==> config.mk <==
export PLATFORM = sky130hd
export DESIGN_NAME = pseudo_g3_power_state_controller
export DESIGN_NICKNAME = d
export VERILOG_FILES = /design/src/design/pg3_pkg.sv /design/src/design/pg3_in_stage.sv /design/src/design/pg3_core.sv /design/src/design/pg3_out_stage.sv /design/src/design/pseudo_g3_power_state_controller.sv
export SDC_FILE = /design/constraint.sdc
export NUM_CORES = 1
export LEC_CHECK = 0
export ABC_AREA = 1
export BUFFER_PORTS_ARGS = -buffer_cell sky130_fd_sc_hd__buf_2
export CORE_MARGIN = 5
export CORE_UTILIZATION = 45
export CTS_CLUSTER_SIZE = 16
export DETAILED_ROUTE_END_ITERATION = 10
export PLACE_DENSITY = 0.74
export REMOVE_ABC_BUFFERS = 1
export SLEW_MARGIN = 10
export SYNTH_ARGS = -nofsm -noshare
export SYNTH_HDL_FRONTEND = slang
export SYNTH_SLANG_ARGS = --single-unit
==> constraint.sdc <==
create_clock -name i_clk -period 3.9 [get_ports i_clk]
set_clock_uncertainty 0.05 [all_clocks]
set_input_delay 0.585 -clock i_clk [delete_from_list [all_inputs] [get_ports i_clk]]
set_output_delay 0.585 -clock i_clk [all_outputs]
set_load 0.005 [all_outputs]
==> src/design/pg3_pkg.sv <==
// Package for the pseudo-G3 power state controller.
// Holds the state, request and register codes and the item/result structs.
// No dependencies.
`default_nettype none

package pg3_pkg;

    // Default width of the DC countdown register.
    localparam int COUNT_BITS_DEF = 16;

    // Width of the 16-bit count field on the input stream.
    localparam int CNT_FIELD_W = 16;

    localparam int S_TDATA_W = 32;
    localparam int S_TUSER_W = 2;
    localparam int M_TDATA_W = 16;

    typedef enum logic [2:0] {
        ST_DISABLED   = 3'd0,
        ST_IDLE       = 3'd1,
        ST_WAIT_ENTRY = 3'd2,
        ST_ENTERED    = 3'd3,
        ST_WAKE_WAIT  = 3'd4
    } t_pg3_fsm;

    typedef enum logic [1:0] {
        REQ_POLL    = 2'd0,
        REQ_PROGRAM = 2'd1,
        REQ_TICK    = 2'd2,
        REQ_UNUSED  = 2'd3
    } t_pg3_req;

    // System sleep state codes; values above G3 are "other".
    localparam logic [2:0] SYS_S0 = 3'd0;
    localparam logic [2:0] SYS_S3 = 3'd1;
    localparam logic [2:0] SYS_S4 = 3'd2;
    localparam logic [2:0] SYS_S5 = 3'd3;
    localparam logic [2:0] SYS_G3 = 3'd4;

    // Configuration register indexes.
    localparam logic CFG_IDX_ENABLE = 1'b0;
    localparam logic CFG_IDX_WAKE   = 1'b1;

    typedef struct packed {
        logic [1:0]             req_type;
        logic                   counter_is_dc;
        logic [CNT_FIELD_W-1:0] count_seconds;
        logic [2:0]             system_state;
        logic                   ac_ok;
        logic                   ac_read_error;
        logic                   virtual_battery;
        logic                   espi_reset_high;
        logic                   sus_ack;
        logic                   rsmrst_high;
    } t_pg3_item;

    typedef struct packed {
        logic       exit_flag_set;
        logic       entered_flag_set;
        logic       wake_request;
        logic       exit_pulse;
        logic       enter_pulse;
        logic       prev_in_pg3;
        logic       in_pg3;
        logic [2:0] pwr_state;
    } t_pg3_result;

    typedef struct packed {
        logic pg3_enable;
        logic wake_after_exit;
    } t_pg3_cfg;

endpackage

`default_nettype wire

==> src/design/pg3_in_stage.sv <==
// Input register of the pseudo-G3 controller: captures one stream transaction.
// Depends on pg3_pkg.
`default_nettype none

module pg3_in_stage (
    input  wire                             i_clk,
    input  wire                             i_rst_n,
    input  wire                             i_valid,
    output logic                            o_ready,
    input  wire  [pg3_pkg::S_TDATA_W-1:0]   i_tdata,  // dc 0, count 16:1, sys 19:17,
                                                      // ac_ok 20, ac_err 21, vbat 22,
                                                      // espi 23, ack 24, rsmrst 25
    input  wire  [pg3_pkg::S_TUSER_W-1:0]   i_tuser,  // req_type 1:0
    input  wire                             i_take,   // core consumes the held item
    output logic                            o_valid,
    output pg3_pkg::t_pg3_item              o_item
);

    logic               r_valid;
    pg3_pkg::t_pg3_item r_item;
    pg3_pkg::t_pg3_item w_item;

    assign o_ready = !r_valid || i_take;
    assign o_valid = r_valid;
    assign o_item  = r_item;

    always_comb begin
        w_item.req_type        = i_tuser[1:0];
        w_item.counter_is_dc   = i_tdata[0];
        w_item.count_seconds   = i_tdata[16:1];
        w_item.system_state    = i_tdata[19:17];
        w_item.ac_ok           = i_tdata[20];
        w_item.ac_read_error   = i_tdata[21];
        w_item.virtual_battery = i_tdata[22];
        w_item.espi_reset_high = i_tdata[23];
        w_item.sus_ack         = i_tdata[24];
        w_item.rsmrst_high     = i_tdata[25];
    end

    always_ff @(posedge i_clk) begin
        if (!i_rst_n) begin
            r_valid <= 1'b0;
        end else if (o_ready) begin
            r_valid <= i_valid;
        end
    end

    always_ff @(posedge i_clk) begin
        if (o_ready && i_valid) begin
            r_item <= w_item;
        end
    end

endmodule

`default_nettype wire

==> src/design/pg3_core.sv <==
// State machine and DC countdown of the pseudo-G3 controller.
// Depends on pg3_pkg.
`default_nettype none

module pg3_core #(
    parameter int COUNT_BITS = pg3_pkg::COUNT_BITS_DEF
) (
    input  wire                  i_clk,
    input  wire                  i_rst_n,
    input  wire                  i_fire,
    input  pg3_pkg::t_pg3_item   i_item,
    input  pg3_pkg::t_pg3_cfg    i_cfg,
    output pg3_pkg::t_pg3_result o_result
);

    localparam int CW = (COUNT_BITS > pg3_pkg::CNT_FIELD_W) ? COUNT_BITS
                                                             : pg3_pkg::CNT_FIELD_W;
    localparam logic [CW-1:0] CNT_MAX = CW'({COUNT_BITS{1'b1}});

    pg3_pkg::t_pg3_fsm      r_cur_state, n_cur_state;
    pg3_pkg::t_pg3_fsm      r_last_state, n_last_state;
    logic [COUNT_BITS-1:0]  r_dc_remaining, n_dc_remaining;
    logic                   r_dc_running, n_dc_running;
    logic                   r_wake_pending, n_wake_pending;

    logic            w_poll, w_prog, w_tick;
    logic            w_ac_present, w_sleep45, w_awake, w_entry_ok;
    logic            w_expire, w_wake_on_expire;
    logic [CW-1:0]   w_cnt_ext, w_cnt_clamp;

    assign w_poll = (i_item.req_type == pg3_pkg::REQ_POLL);
    assign w_prog = (i_item.req_type == pg3_pkg::REQ_PROGRAM);
    assign w_tick = (i_item.req_type == pg3_pkg::REQ_TICK);

    assign w_ac_present = i_item.ac_ok && !i_item.ac_read_error;
    assign w_sleep45    = (i_item.system_state == pg3_pkg::SYS_S4) ||
                          (i_item.system_state == pg3_pkg::SYS_S5);
    assign w_awake      = (i_item.system_state == pg3_pkg::SYS_S0) ||
                          (i_item.system_state == pg3_pkg::SYS_S3) ||
                          (i_item.system_state == pg3_pkg::SYS_G3);
    assign w_entry_ok   = !i_item.ac_read_error &&
                          !(w_ac_present && !i_item.virtual_battery) &&
                          !(i_item.espi_reset_high && !i_item.sus_ack);

    // Clamp the count into the countdown range
    assign w_cnt_ext   = CW'(i_item.count_seconds);
    assign w_cnt_clamp = (w_cnt_ext > CNT_MAX) ? CNT_MAX : w_cnt_ext;

    // Expiry: programmed zero, or tick reaching zero
    always_comb begin
        w_expire = 1'b0;
        if (w_prog && (r_cur_state != pg3_pkg::ST_DISABLED) && i_item.counter_is_dc) begin
            w_expire = (w_cnt_clamp == '0);
        end else if (w_tick && r_dc_running) begin
            w_expire = (r_dc_remaining <= COUNT_BITS'(1));
        end
    end

    assign w_wake_on_expire = !i_item.ac_read_error &&
                              !(w_ac_present && !i_item.virtual_battery);

    // Next state
    always_comb begin
        n_cur_state = r_cur_state;
        if (w_poll) begin
            unique case (r_cur_state)
                pg3_pkg::ST_DISABLED: begin
                    if (i_cfg.pg3_enable) n_cur_state = pg3_pkg::ST_IDLE;
                end
                pg3_pkg::ST_IDLE: begin
                    if (!i_cfg.pg3_enable)  n_cur_state = pg3_pkg::ST_DISABLED;
                    else if (w_sleep45)     n_cur_state = pg3_pkg::ST_WAIT_ENTRY;
                end
                pg3_pkg::ST_WAIT_ENTRY: begin
                    if (w_awake)                      n_cur_state = pg3_pkg::ST_IDLE;
                    else if (w_sleep45 && w_entry_ok) n_cur_state = pg3_pkg::ST_ENTERED;
                end
                pg3_pkg::ST_ENTERED: begin
                    if (w_awake) begin
                        n_cur_state = pg3_pkg::ST_IDLE;
                    end else if (w_sleep45) begin
                        if (w_ac_present && !i_item.virtual_battery)
                            n_cur_state = pg3_pkg::ST_WAIT_ENTRY;
                        else if (i_item.rsmrst_high)
                            n_cur_state = pg3_pkg::ST_WAKE_WAIT;
                    end
                end
                pg3_pkg::ST_WAKE_WAIT: begin
                    if (w_awake) n_cur_state = pg3_pkg::ST_IDLE;
                end
                default: n_cur_state = pg3_pkg::ST_DISABLED;
            endcase
        end
        // every move goes to a different state
        n_last_state = (n_cur_state != r_cur_state) ? r_cur_state : r_last_state;
    end

    // Countdown and wake pending
    always_comb begin
        n_dc_remaining = r_dc_remaining;
        n_dc_running   = r_dc_running;
        n_wake_pending = r_wake_pending;
        if (w_poll) begin
            n_wake_pending = 1'b0;
        end else if (w_expire) begin
            n_dc_running   = 1'b0;
            n_dc_remaining = '0;
            if (w_wake_on_expire) n_wake_pending = 1'b1;
        end else if (w_prog && (r_cur_state != pg3_pkg::ST_DISABLED) &&
                     i_item.counter_is_dc) begin
            n_dc_remaining = w_cnt_clamp[COUNT_BITS-1:0];
            n_dc_running   = 1'b1;
        end else if (w_tick && r_dc_running) begin
            n_dc_remaining = r_dc_remaining - COUNT_BITS'(1);
        end
    end

    // Result outputs
    always_comb begin
        o_result.pwr_state        = n_cur_state;
        o_result.in_pg3           = (n_cur_state == pg3_pkg::ST_ENTERED);
        o_result.prev_in_pg3      = (n_last_state == pg3_pkg::ST_ENTERED);
        o_result.enter_pulse      = w_poll && (r_cur_state == pg3_pkg::ST_WAIT_ENTRY) &&
                                    (n_cur_state == pg3_pkg::ST_ENTERED);
        o_result.exit_pulse       = w_poll && r_wake_pending;
        o_result.wake_request     = w_poll && r_wake_pending && i_cfg.wake_after_exit;
        o_result.entered_flag_set = w_poll && (r_cur_state == pg3_pkg::ST_ENTERED);
        o_result.exit_flag_set    = w_poll && (r_cur_state == pg3_pkg::ST_WAKE_WAIT);
    end

    always_ff @(posedge i_clk) begin
        if (!i_rst_n) begin
            r_cur_state    <= pg3_pkg::ST_DISABLED;
            r_last_state   <= pg3_pkg::ST_DISABLED;
            r_dc_remaining <= '0;
            r_dc_running   <= 1'b0;
            r_wake_pending <= 1'b0;
        end else if (i_fire) begin
            r_cur_state    <= n_cur_state;
            r_last_state   <= n_last_state;
            r_dc_remaining <= n_dc_remaining;
            r_dc_running   <= n_dc_running;
            r_wake_pending <= n_wake_pending;
        end
    end

endmodule

`default_nettype wire

==> src/design/pg3_out_stage.sv <==
// Result register of the pseudo-G3 controller, driving the master stream.
// Depends on pg3_pkg.
`default_nettype none

module pg3_out_stage (
    input  wire                            i_clk,
    input  wire                            i_rst_n,
    input  wire                            i_load,
    input  pg3_pkg::t_pg3_result           i_result,
    output logic                           o_can_load,
    output logic                           o_tvalid,
    input  wire                            i_tready,
    output logic [pg3_pkg::M_TDATA_W-1:0]  o_tdata
);

    logic                 r_valid;
    pg3_pkg::t_pg3_result r_result;

    assign o_can_load = !r_valid || i_tready;
    assign o_tvalid   = r_valid;
    assign o_tdata    = {(pg3_pkg::M_TDATA_W - $bits(pg3_pkg::t_pg3_result))'(0), r_result};

    always_ff @(posedge i_clk) begin
        if (!i_rst_n) begin
            r_valid <= 1'b0;
        end else if (i_load) begin
            r_valid <= 1'b1;
        end else if (i_tready) begin
            r_valid <= 1'b0;
        end
    end

    always_ff @(posedge i_clk) begin
        if (i_load) begin
            r_result <= i_result;
        end
    end

endmodule

`default_nettype wire

==> src/design/pseudo_g3_power_state_controller.sv <==
// Pseudo-G3 power state controller, top level.
// Path: a transaction accepted into the input register moves into the result register
// when the result slot is free, then leaves from there (input register, then result register).
// Throughput: one item per cycle; a held result stalls the input once both registers fill.
// Reset (i_rst_n low, synchronous): state disabled, countdown stopped, config and the
// valid flags of both registers cleared, pipeline emptied. Depends on pg3_pkg and the pg3_* modules.
`default_nettype none

module pseudo_g3_power_state_controller #(
    parameter int COUNT_BITS = pg3_pkg::COUNT_BITS_DEF
) (
    input  wire                            i_clk,
    input  wire                            i_rst_n,
    // input stream
    input  wire                            s_axis_tvalid,
    output logic                           s_axis_tready,
    input  wire  [pg3_pkg::S_TDATA_W-1:0]  s_axis_tdata,  // counter_is_dc 0, count_seconds 16:1,
                                                          // system_state 19:17, ac_ok 20,
                                                          // ac_read_error 21, virtual_battery 22,
                                                          // espi_reset_high 23, sus_ack 24,
                                                          // rsmrst_high 25, zero 31:26
    input  wire  [pg3_pkg::S_TUSER_W-1:0]  s_axis_tuser,  // req_type 1:0
    // result stream
    output logic                           m_axis_tvalid,
    input  wire                            m_axis_tready,
    output logic [pg3_pkg::M_TDATA_W-1:0]  m_axis_tdata,  // pwr_state 2:0, in_pg3 3,
                                                          // prev_in_pg3 4, enter_pulse 5,
                                                          // exit_pulse 6, wake_request 7,
                                                          // entered_flag_set 8,
                                                          // exit_flag_set 9, zero 15:10
    // configuration writes
    input  wire                            i_cfg_valid,
    output logic                           o_cfg_ready,
    input  wire                            i_cfg_index,
    input  wire                            i_cfg_data
);

    logic                 w_in_valid;
    pg3_pkg::t_pg3_item   w_item;
    pg3_pkg::t_pg3_result w_result;
    logic                 w_can_load;
    logic                 w_fire;
    pg3_pkg::t_pg3_cfg    r_cfg;

    // An item moves from the input register into the result register when
    // the result slot is empty or being drained in the same cycle.
    assign w_fire = w_in_valid && w_can_load;

    // Config is taken every cycle; the host must write only while the block is idle (not enforced here).
    assign o_cfg_ready = 1'b1;

    always_ff @(posedge i_clk) begin
        if (!i_rst_n) begin
            r_cfg <= '0;
        end else if (i_cfg_valid) begin
            unique case (i_cfg_index)
                pg3_pkg::CFG_IDX_ENABLE: r_cfg.pg3_enable      <= i_cfg_data;
                pg3_pkg::CFG_IDX_WAKE:   r_cfg.wake_after_exit <= i_cfg_data;
                default: ;
            endcase
        end
    end

    pg3_in_stage u_in (
        .i_clk   (i_clk),
        .i_rst_n (i_rst_n),
        .i_valid (s_axis_tvalid),
        .o_ready (s_axis_tready),
        .i_tdata (s_axis_tdata),
        .i_tuser (s_axis_tuser),
        .i_take  (w_fire),
        .o_valid (w_in_valid),
        .o_item  (w_item)
    );

    pg3_core #(
        .COUNT_BITS (COUNT_BITS)
    ) u_core (
        .i_clk    (i_clk),
        .i_rst_n  (i_rst_n),
        .i_fire   (w_fire),
        .i_item   (w_item),
        .i_cfg    (r_cfg),
        .o_result (w_result)
    );

    pg3_out_stage u_out (
        .i_clk      (i_clk),
        .i_rst_n    (i_rst_n),
        .i_load     (w_fire),
        .i_result   (w_result),
        .o_can_load (w_can_load),
        .o_tvalid   (m_axis_tvalid),
        .i_tready   (m_axis_tready),
        .o_tdata    (m_axis_tdata)
    );

    // in_pg3 must agree with the reported state
    a_in_pg3_matches: assert property (@(posedge i_clk) disable iff (!i_rst_n)
        m_axis_tvalid |-> (m_axis_tdata[3] == (m_axis_tdata[2:0] == pg3_pkg::ST_ENTERED)))
        else $error("in_pg3 disagrees with pwr_state");

    // entry pulse only on the move into the entered state
    a_enter_lands_entered: assert property (@(posedge i_clk) disable iff (!i_rst_n)
        (m_axis_tvalid && m_axis_tdata[5]) |-> (m_axis_tdata[2:0] == pg3_pkg::ST_ENTERED))
        else $error("enter pulse without entered state");

    // wake request rides only with an exit pulse
    a_wake_needs_exit: assert property (@(posedge i_clk) disable iff (!i_rst_n)
        (m_axis_tvalid && m_axis_tdata[7]) |-> m_axis_tdata[6])
        else $error("wake request without exit pulse");

    // a transaction into the core always lands in the result register next edge
    a_fire_lands: assert property (@(posedge i_clk) disable iff (!i_rst_n)
        w_fire |=> m_axis_tvalid)
        else $error("fired item missing from result stage");

endmodule

`default_nettype wire
# Yosys cells after proc, flatten, opt, wreduce, memory -nomap -nowiden
# Cells that the tools add are included.
# word_totals
out_inout_bits	19
word_cells	115
register_bits	66
# classes
mux	26
eq_ne	13
n_addsub	1
bitwise	2
n_reduce_logical	44
magnitude_cmp	2
# op_table
operator	count
$mux W16	4
$mux W3	12
$eq A3 B2 Y1 const B	6
$logic_and A1 B1 Y1	17
$gt A16 B16 Y1 const B	1
$le A16 B1 Y1 const B	1
$logic_not A16 Y1	1
$sub A16 B1 Y16 const B	1
$pmux W3 S5	1
$mux W1	9
$reduce_and A3 Y1	3
$reduce_bool A2 Y1	4
$logic_not A1 Y1	7
$eq A3 B1 Y1 const B	2
$eq A3 B3 Y1 const B	2
$logic_not A3 Y1	2
$reduce_bool A3 Y1	2
$logic_or A1 B1 Y1	5
$reduce_and A2 Y1	2
$ne A3 B3 Y1	1
$eq A2 B1 Y1 const B	1
$eq A2 B2 Y1 const B	1
$logic_not A2 Y1	1
$not A1 Y1	2

# Longest topological paths before layout
# logic_depth
word_depth	14
ltp_mapped	14
mapped_depth_nobuf	14

# Cells and area by module
# Synthesis repeated with hierarchy kept, for this count alone.
# unflattened
cells_unflattened	418
hier_area_um2	3424.5
# modules_own_cells
mod	area_per_inst_um2	cells_each	instances
pg3_core	2030.7	344	1
pg3_in_stage	892.1	35	1
pg3_out_stage	395.4	23	1
pseudo_g3_power_state_controller	106.4	16	1

# Worst setup path after synthesis
# No wires, ideal clock.
# synth_timing
kind	input port to flip-flop
start	in m_axis_tready
end	reg u_in.r_item (netlist bit u_in.o_item[0]) (enable)
cell_stages	4
slack_ns	2.103
arrival_ns	1.365
required_time_ns	3.467
path_cell_list	inv_1 -> nand3_1 -> nand2_1 -> inv_1
# synth_between
elab_chain_cells	4
# synth_rtl
item	line_no	source
start: declaration	pseudo_g3_power_state_controller.sv:25	input wire m_axis_tready,
$logic_or A1 B1 Y1	pg3_out_stage.sv:19	assign o_can_load = !r_valid || i_tready;
$logic_and A1 B1 Y1	pseudo_g3_power_state_controller.sv:47	assign w_fire = w_in_valid && w_can_load;
$logic_or A1 B1 Y1	pg3_in_stage.sv:23	assign o_ready = !r_valid || i_take;
via s_axis_tready	pseudo_g3_power_state_controller.sv:16	output logic s_axis_tready,
$logic_and A1 B1 Y1	pg3_in_stage.sv:49	if (o_ready && i_valid) begin
end signal: assignment	pg3_in_stage.sv:50	r_item <= w_item;
end: declaration	pg3_in_stage.sv:20	pg3_pkg::t_pg3_item r_item;
# The timed path passes the listed nets, and every way through them passes these cells.
# A chain may end at the register's enable or synchronous reset.

# Final worst setup path
# layout_timing
start	reg u_core.r_cur_state[0]
end	reg u_core.r_dc_remaining[12]
# layout_between
elab_chain_cells	6
word_cells_on_any_way	8
# layout_rtl
item	line_no	source
start: declaration	pg3_core.sv:20	pg3_pkg::t_pg3_fsm r_cur_state, n_cur_state;
start signal: assignment	pg3_core.sv:133	r_cur_state <= pg3_pkg::ST_DISABLED;
start signal: assignment	pg3_core.sv:139	r_cur_state <= n_cur_state;
$reduce_bool A3 Y1 *	pg3_core.sv:52, pg3_core.sv:109	
$logic_and A1 B1 Y1 * (2 in a row)	pg3_core.sv:52, pg3_core.sv:109	
$mux W1	pg3_core.sv:52	if (w_prog && (r_cur_state != pg3_pkg::ST_DISABLED) && i_item.counter_is_dc) begin
$reduce_bool A3 Y1 (no source line)	--	
$reduce_and A3 Y1 (no source line)	--	
end signal: assignment	pg3_core.sv:141	r_dc_remaining <= n_dc_remaining;
end: declaration	pg3_core.sv:22	logic [COUNT_BITS-1:0] r_dc_remaining, n_dc_remaining;
# Mark *: on every way between the ends. The rest lies on a longest branch, timed or not.

==> flow_summary.json <==
{
  "yosys_warnings": 0,
  "area_growth_pct": 15.3,
  "tritoncts": "done",
  "setup_viol": 0,
  "fp.dieW_um": 94.9,
  "yosys-top-cells-area": "edfxtp_1, dfxtp_1, nand2_1",
  "cpMostUsedCell": "nand2_1",
  "syn_avg_cell_area_um2": 8.36,
  "hold_path.class": "in -> reg",
  "rsz0062_at_grt": "no",
  "first_global_vias": 2497,
  "row_count": 31,
  "core_area_um2": 7140,
  "max_cap_violations": 0,
  "hold_viol_final": 0,
  "hp-start": "s_axis_tdata[8]",
  "crit_chain": "nor3_2, nor3_4, nand2_4, inv_4, nand2_1, nand2_2, inv_2, nor2_8, nand2_1, a21oi_1",
  "final_common_cell": "nand2_1",
  "worstPathArrival_ns": 2.32,
  "synth_cell_types": 39,
  "max_freq_mhz": 469,
  "relSlewSlack_pct": 36.5,
  "clockRootBuffer": "clkbuf_8",
  "finish.utilization_pct": 52.4,
  "grt_pass1_wl_um": 11100,
  "synth-seq-area-share_pct": 52.4,
  "cts_hold_buf": 0,
  "timing.final.crit_period_ns": 2.13,
  "worst_pin_slew_ns": 0.951,
  "vias": 2673,
  "start_kind": "register",
  "drc_errors": 0,
  "start_util_pct": 45.5,
  "dpl_worst_slack_ns": 1.78,
  "antenna_cells": 0,
  "worstReg2RegEnd": "u_core.r_dc_remaining[12]",
  "cts_setup_buffers": 0,
  "worstSetupEndpointType": "register",
  "yosysTopAreaCell": "edfxtp_1",
  "htree_levels": 3,
  "die_y_um": 94.9,
  "yosysTopAreaCellShare_pct": 35.2,
  "clockBufferDepth": 2,
  "whs_path_depth": 1,
  "worstRegToRegCells": 10,
  "gp_congestion": 0.904,
  "wl_per_cell_um": 12.0,
  "layout_worst_path_cycle_share_pct": 54.7,
  "fin_nets": 479,
  "cp_slowest_cell": "dfxtp_1",
  "timing.setup.tns_ns": 0,
  "syn_inst": 388,
  "hpwlAfterDp_um": 4670,
  "power_density_nw_per_um2": 405,
  "path_clk_slew_ns": 0.08,
  "cp.required_ns": 4.09,
  "fill_cells": 696,
  "ys_seq_elements": 66,
  "die_area_um2": 9010,
  "max_stage_delay_ns": 0.55,
  "track_usage_pct": 15.9,
  "layout_common_cells": "nand2_1, nor2_1, buf_2, edfxtp_1, inv_1",
  "drtAntennaViolNets": 0,
  "ctsResizeCount": 0,
  "grt_start_max_net_pins": 29,
  "fin_ws_ns": 1.77,
  "drtIter0Drc": 168,
  "r2r-start": "u_core.r_cur_state[0]",
  "status": "complete, no violations",
  "layout-drive-gt1-share_pct": 17.9,
  "finalMaxSlewViolations": 0,
  "criticalPathCategory": "reg -> reg",
  "antenna_found_initial": 0,
  "cp-startpoint": "u_core.r_cur_state[0]",
  "io_pins": 60,
  "syn-cell-area_um2": 3250,
  "cts_buffers": 9,
  "vias_per_cell": 4.95,
  "leakagePower_nw": 1.64,
  "cts_sinks": 66,
  "max-vdd-ir-drop_mv": 0.242,
  "routed_wl_um": 6480,
  "overflow": 0,
  "io_buffers": 46,
  "clk_latency_ns": 0.34,
  "min_to": "u_in.o_item[16]",
  "r2r_slack_ns": 1.77,
  "drtPass1Iterations": 4,
  "crit_path_max_fanout": 19
}
[registers in the layout (all words and copies together) (netlist names)]
| signal | flops |
|---|---|
| u_core.r_dc_remaining | 16 |
| u_out.o_tvalid | 1 |
| u_out.o_tdata | 10 |
| u_core.r_last_state | 3 |
| u_core.r_dc_running | 1 |
| u_in.o_valid | 1 |
| u_core.r_cur_state | 3 |
| u_in.o_item | 28 |
| r_cfg | 2 |
| u_core.r_wake_pending | 1 |
[logic make-up after synthesis]
kind of cell | count (synthesis) | share of synthesized area [%]
AND/OR/NAND/NOR | 199 | 27.4
adder cells (fa/ha/maj) | 2 | 0.771
buffers and inverters | 56 | 7.90
other | 2 | 0.231
flip-flops | 66 | 52.4
XOR/XNOR | 6 | 1.62
AO/OA/AOI/OAI | 57 | 9.68
[per-stage QoR]
stage	instances	hold slack (ns)	power [mW]	cell area (µm²)
after floorplan	379	0.385	0.867	3170
after global placement	524	0.396	0.907	3520
after detailed placement	524	0.413	0.910	3520
after CTS	540	0.352	1.53	3740
after global routing	540	0.342	1.59	3740
final	540	0.374	1.52	3740
[power by group]
group	leakage [nW]	internal [mW]	total, mW	switching [mW]
clock	0.107	0.358	0.622	0.264
sequential	0.598	0.767	0.783	0.0160
combinational	0.931	0.0422	0.112	0.0698
total	1.64	1.17	1.52	0.349
[how the worst max path moves through the flow]
| stage | slack (ns) | to | cells after the start |
|---|---|---|---|
| global placement | 1.83 | u_core.r_dc_remaining[2] | 9 |
| floorplan | 2.10 | u_in.o_item[0] | 4 |
| global route | 1.58 | u_core.r_dc_remaining[1] | 10 |
| detailed placement | 1.78 | u_core.r_dc_remaining[12] | 9 |
| finish | 1.77 | u_core.r_dc_remaining[12] | 10 |
| CTS | 1.79 | u_core.r_dc_remaining[12] | 10 |
[final cells by class]
class | count | area, µm² | share of cell area [%]
Inverter | 42 | 163 | 4.35
Clock buffer | 9 | 124 | 3.31
Timing Repair Buffer | 46 | 230 | 6.15
Sequential cell | 66 | 1700 | 45.5
Clock inverter | 7 | 93.8 | 2.51
Tap cell | 99 | 124 | 3.31
Multi-Input combinational cell | 271 | 1310 | 34.9
[critical path: cells and delay by family, from the launching register on]
kind | cells | cell delay [ns]
buffers and inverters | 2 | 0.30
AND/OR/NAND/NOR | 7 | 1.01
flip-flops | 1 | 0.55
AO/OA/AOI/OAI | 1 | 0.12
[synth_stat cells, drive strengths merged]
master,instances
nor4,4
o31ai,1
o211ai,2
a21oi,35
edfxtp,38
inv,41
o2111ai,1
nor2,49
dfxtp,28
nand4,14
or2,4
conb,2
nand3b,1
o21ai,16
xor2,4
and2,1
buf,12
nand2,101
clkinv,1
xnor2,2
nand3,21
nor3,3
clkbuf,2
a31oi,2
ha,2
and3,1
[layer usage]
metal	wire length, µm	vias up	GRT usage (%)	share of wire [%]
li1	-	1378	-	-
met1	3010	1210	21.1	46
met2	2970	76	24.7	46
met3	382	9	3.98	5.9
met4	111	0	6.85	1.7
met5	0	-	0	0
Note: power is estimated with default switching activity, not from simulation.
